--- config.mk ---
export PLATFORM = sky130hd
export DESIGN_NAME = mhcc_ctrl
export DESIGN_NICKNAME = d
export VERILOG_FILES = /design/src/mhcc_pkg.sv /design/src/mhcc_ctrl.sv
export SDC_FILE = /design/constraint.sdc
export NUM_CORES = 1
export LEC_CHECK = 0
export BUFFER_PORTS_ARGS = -buffer_cell sky130_fd_sc_hd__buf_2
export CAP_MARGIN = 20
export CELL_PAD_IN_SITES_DETAIL_PLACEMENT = 0
export CELL_PAD_IN_SITES_GLOBAL_PLACEMENT = 2
export CORE_MARGIN = 2
export CORE_UTILIZATION = 35
export CTS_BUF_LIST = sky130_fd_sc_hd__clkbuf_8
export CTS_CLUSTER_SIZE = 20
export DETAILED_ROUTE_END_ITERATION = 7
export GPL_ROUTABILITY_DRIVEN = 0
export MAX_ROUTING_LAYER = met4
export PLACE_DENSITY = 0.94
export SLEW_MARGIN = 20
export SYNTH_ARGS = -nofsm -noshare
export SYNTH_HDL_FRONTEND = slang
export SYNTH_SLANG_ARGS = --single-unit
--- constraint.sdc ---
create_clock -name clk -period 5.2 [get_ports clk]
set_clock_uncertainty 0.15 [all_clocks]
set_input_delay 0.52 -clock clk [delete_from_list [all_inputs] [get_ports clk]]
set_output_delay 0.52 -clock clk [all_outputs]
set_load 0.03 [all_outputs]
--- src/mhcc_pkg.sv ---
package mhcc_pkg;

  localparam int TABLE_BITS = 12;
  localparam int WORD_BITS  = 64;
  localparam int HALF_BITS  = WORD_BITS / 2;
  localparam int SHIFT_W    = $clog2(WORD_BITS + 1);
  localparam int EPOCH_BITS = 8;
  localparam int IB_W       = 4;
  localparam int CFG_IDX_W  = 1;
  localparam int CFG_DATA_W = 64;

  localparam logic [IB_W-1:0] IB_RESET = IB_W'(12);

  localparam logic [CFG_IDX_W-1:0] REG_MAGIC      = CFG_IDX_W'(0);
  localparam logic [CFG_IDX_W-1:0] REG_INDEX_BITS = CFG_IDX_W'(1);

  typedef struct packed {
    logic accept;
    logic clr;
    logic mul0;
    logic mul1;
    logic mul2;
    logic rd;
    logic chk;
    logic emit;
  } mhcc_cmd_t;

  typedef struct packed {
    logic wrap;
    logic clr_last;
    logic last;
    logic out_full;
  } mhcc_sts_t;

endpackage

--- src/mhcc_ctrl.sv ---
module mhcc_ctrl (
  input  logic                  clk,
  input  logic                  rst_n,
  input  logic                  in_valid,
  output logic                  in_ready,
  input  mhcc_pkg::mhcc_sts_t   sts,
  output mhcc_pkg::mhcc_cmd_t   cmd
);

  typedef enum logic [7:0] {
    ST_CLR  = 8'b0000_0001,
    ST_IDLE = 8'b0000_0010,
    ST_MUL0 = 8'b0000_0100,
    ST_MUL1 = 8'b0000_1000,
    ST_MUL2 = 8'b0001_0000,
    ST_RD   = 8'b0010_0000,
    ST_CHK  = 8'b0100_0000,
    ST_EMIT = 8'b1000_0000
  } mhcc_state_t;

  mhcc_state_t state_r, state_nxt;
  logic        pend_r, pend_nxt;

  always_comb begin
    state_nxt = state_r;
    pend_nxt  = pend_r;
    cmd       = '0;
    in_ready  = 1'b0;
    case (state_r)
      ST_CLR: begin
        cmd.clr = 1'b1;
        if (sts.clr_last) begin
          state_nxt = pend_r ? ST_MUL0 : ST_IDLE;
          pend_nxt  = 1'b0;
        end
      end
      ST_IDLE: begin
        in_ready = 1'b1;
        if (in_valid) begin
          cmd.accept = 1'b1;
          if (sts.wrap) begin
            state_nxt = ST_CLR;
            pend_nxt  = 1'b1;
          end else begin
            state_nxt = ST_MUL0;
          end
        end
      end
      ST_MUL0: begin
        cmd.mul0  = 1'b1;
        state_nxt = ST_MUL1;
      end
      ST_MUL1: begin
        cmd.mul1  = 1'b1;
        state_nxt = ST_MUL2;
      end
      ST_MUL2: begin
        cmd.mul2  = 1'b1;
        state_nxt = ST_RD;
      end
      ST_RD: begin
        cmd.rd    = 1'b1;
        state_nxt = ST_CHK;
      end
      ST_CHK: begin
        cmd.chk   = 1'b1;
        state_nxt = sts.last ? ST_EMIT : ST_IDLE;
      end
      ST_EMIT: begin
        if (!sts.out_full) begin
          cmd.emit  = 1'b1;
          state_nxt = ST_IDLE;
        end
      end
      default: begin
        state_nxt = ST_IDLE;
      end
    endcase
  end

  always_ff @(posedge clk) begin
    if (!rst_n) begin
      state_r <= ST_CLR;
      pend_r  <= 1'b0;
    end else begin
      state_r <= state_nxt;
      pend_r  <= pend_nxt;
    end
  end

  // a pending item only waits behind a clearing sweep
  assert property (@(posedge clk) disable iff (!rst_n)
    pend_r |-> state_r == ST_CLR)
    else $error("pending item outside clearing sweep");

  // a word is only taken while idle
  assert property (@(posedge clk) disable iff (!rst_n)
    cmd.accept |=> (state_r == ST_MUL0 || state_r == ST_CLR))
    else $error("accepted word did not start hashing");

  assert property (@(posedge clk) disable iff (!rst_n)
    $onehot(state_r))
    else $error("controller state not one-hot");

endmodule

==> results.toml <==
[run_status]
status = "finished, final reports clean"

[sta]
slew_headroom_pct = 73.6
period_needed_ns = 2.68
report.final.hold_viol_count = 0
timing.fmax_ghz = 0.374
fin_ws_ns = 2.52
setup_violations = 0
rsz0062_at_grt = "false"
post-route-period-util_pct = 51.5
worst_slew_pin_slew_ns = 0.396
maxSlewViolCount = 0
final.setup.tns_ns = 0

[floorplan]
io-pin-count = 16
die-height_um = 48.3
core_um2 = 1900
die_w_um = 48.3
start_util_pct = 36.1
die_area_um2 = 2330
rows = 16

[global_route]
antenna_found_initial = 0
grt_overflow_total = 0
track_usage_pct = 13.9
grt_pass1_vias = 460
grt_pass1_wl_mm = 2.10
grt_max_degree = 10

[clock_tree]
worstSkewPairLatency_ns = 0.23
clk_pin_slew_ns = 0.04
htreeDepth = 1
root_buffer = "clkbuf_8"
holdBufCountCts = 0
clk_path_buf_depth = 2
cts_buffers = 3
cts_tree = "yes"
cts-resized-gates = 0
post-cts-setup-buffers = 0
clock_sink_count = 9

[final_layout]
diodes = 0
multi_input_area_um2 = 437
final_cell_count_no_fill = 110
utilization_pct = 41.3
design_area_um2 = 786
synthToLayoutAreaGrowth_pct = 14.6
register_area_um2 = 180
drive_above_1_share_pct = 42.2
layout.nets = 91
fill_cells = 191

[pwr]
cellPowerDensity_nw_per_um2 = 264
ir_worst_vdd_mv = 0.130
leakage_nw = 0.304

[routing]
drt-total-wl_mm = 1.39
firstDrtPassIters = 4
wl_per_cell_um = 12.7
num_vias = 581
drtIter0Drc = 14
ant_nets = 0
drc = 0
viasPerCell = 5.28

[placement]
place_hpwl_mm = 1.04
port_buffers = 15
place_area_um2 = 741
dp_cells = 106
pre_cts_slack_ns = 2.78

[synth]
synth.cell_area_um2 = 686
synthesis.nets = 77
avgSynthCellArea_um2 = 9.80
yosysWarnings = 0
ys_seq_area_share_pct = 26.3
synthDistinctLibCells = 33
synth-seq-cells = 9
syn_inst = 70

[setup_path]
r2r-end = "state_r[1]"
r2r_setup_slack_ns = 3.15
critical_path_class = "reg2out"
critPathMaxFanout = 7
required_ns = 4.53
crit_path_start = "state_r[7]"
critPathCaptureType = "output port"
r2r_cells = 4
r2r-start = "state_r[7]"
startpoint_type = "flip-flop"
arrival_ns = 2.01

[hold_path]
hp-start = "pend_r"
worst_hold_path.endpoint = "pend_r"
whs_path_depth = 2
hp-class = "reg2reg"

[job]
cap_violations = 0
==> critical path, cell delays in order (launching register included) <==
cell,delay (ns)
dfxtp_1,0.41
or4_4,0.60
or3_4,0.37
nor3b_1,0.17
buf_2,0.22
==> state kept, by name, summed over array words and instances (netlist names) <==
| register | cells |
|---|---|
| pend_r | 1 |
| state_r | 8 |
==> stage by stage <==
stage / hold WS (ns) / total power, mW
finish: 0.362 / 0.207
global route: 0.381 / 0.220
CTS: 0.361 / 0.209
detailed placement: 0.355 / 0.130
global placement: 0.337 / 0.130
floorplan: 0.312 / 0.119
==> placed cells by master, fill, tap and decap left out <==
master / n
nand2b_1: 2
clkbuf_8: 3
inv_1: 5
nor4_4: 2
nand2_1: 4
or4_4: 2
and2_1: 1
nand4b_1: 1
nand3b_1: 1
and2b_1: 1
nor2_1: 2
a21oi_1: 1
or3_4: 3
a2111oi_2: 1
buf_2: 15
nor3_1: 3
nor4b_2: 2
and3_2: 1
xnor2_1: 3
o311a_1: 1
nor4_2: 1
and2b_2: 1
a22oi_1: 1
o21ba_2: 2
nor3b_1: 3
or2b_1: 1
or4b_1: 1
a21boi_1: 2
o31a_2: 1
nor4_1: 6
o211ai_2: 1
dfxtp_1: 9
==> final cells by class <==
cell class,count,share of cell area [%]
Clock buffer,3,5.25
Clock inverter,1,0.478
Inverter,4,1.91
Multi-Input combinational cell,51,55.6
Sequential cell,9,22.9
Tap cell,27,4.30
Timing Repair Buffer,15,9.55
==> logic make-up after synthesis <==
family,Yosys count,share of synthesized area (%)
flip-flops,9,26.3
AO/OA/AOI/OAI,10,13.9
AND/OR/NAND/NOR,38,46.0
buffers and inverters,10,10.0
XOR/XNOR,3,3.83
==> metal layers <==
metal  share of wire [%]  global-route usage (%)  vias up
met5                   0                       -        -
met1                  48                    18.3      257
met4                 3.4                    8.11        0
li1                    -                       -      291
met2                  44                    19.2       23
met3                 4.8                    3.33       10
==> cells in the mapped netlist <==
cell type  number  area, um^2
or4b_1          1        10.0
o211ai_2        1        12.5
nor3b_1         3        22.5
a21oi_1         1        5.00
nand2b_1        2        12.5
xnor2_1         3        26.3
or3_4           3        33.8
dfxtp_1         9         180
nor2_1          2        7.51
nand2_1         4        15.0
nor4_2          1        12.5
o31a_2          1        10.0
or4_4           2        22.5
and3_2          1        7.51
buf_4           2        15.0
nor4_1          6        37.5
nor4b_2         2        30.0
and2b_2         1        8.76
nand3b_1        1        7.51
o311a_1         1        10.0
o21ba_2         2        20.0
inv_1           4        15.0
and2b_1         1        7.51
a21boi_1        2        15.0
a2111oi_2       1        15.0
and2_1          1        6.26
nor4_4          2        42.5
buf_6           3        33.8
clkbuf_2        1        5.00
a22oi_1         1        7.51
nand4b_1        1        8.76
or2b_1          1        7.51
nor3_1          3        15.0
==> worst max-delay path by stage <==
stage / to / slack, ns / cells past startpoint
2_1_floorplan: cmd[2] / 2.47 / 3
3_3_place_gp: cmd[2] / 2.79 / 4
3_5_place_dp: cmd[2] / 2.78 / 4
4_1_cts: cmd[2] / 2.52 / 4
5_1_grt: cmd[2] / 2.43 / 4
6_report: cmd[2] / 2.52 / 4
==> power by group <==
part,total (mW),switching (mW),leakage (nW),internal (mW)
sequential,0.0793,0.00723,0.0732,0.0721
combinational,0.0492,0.0252,0.204,0.0240
clock,0.0787,0.0273,0.0269,0.0514
total,0.207,0.0597,0.304,0.147
Power figures use the tool's default switching activity.
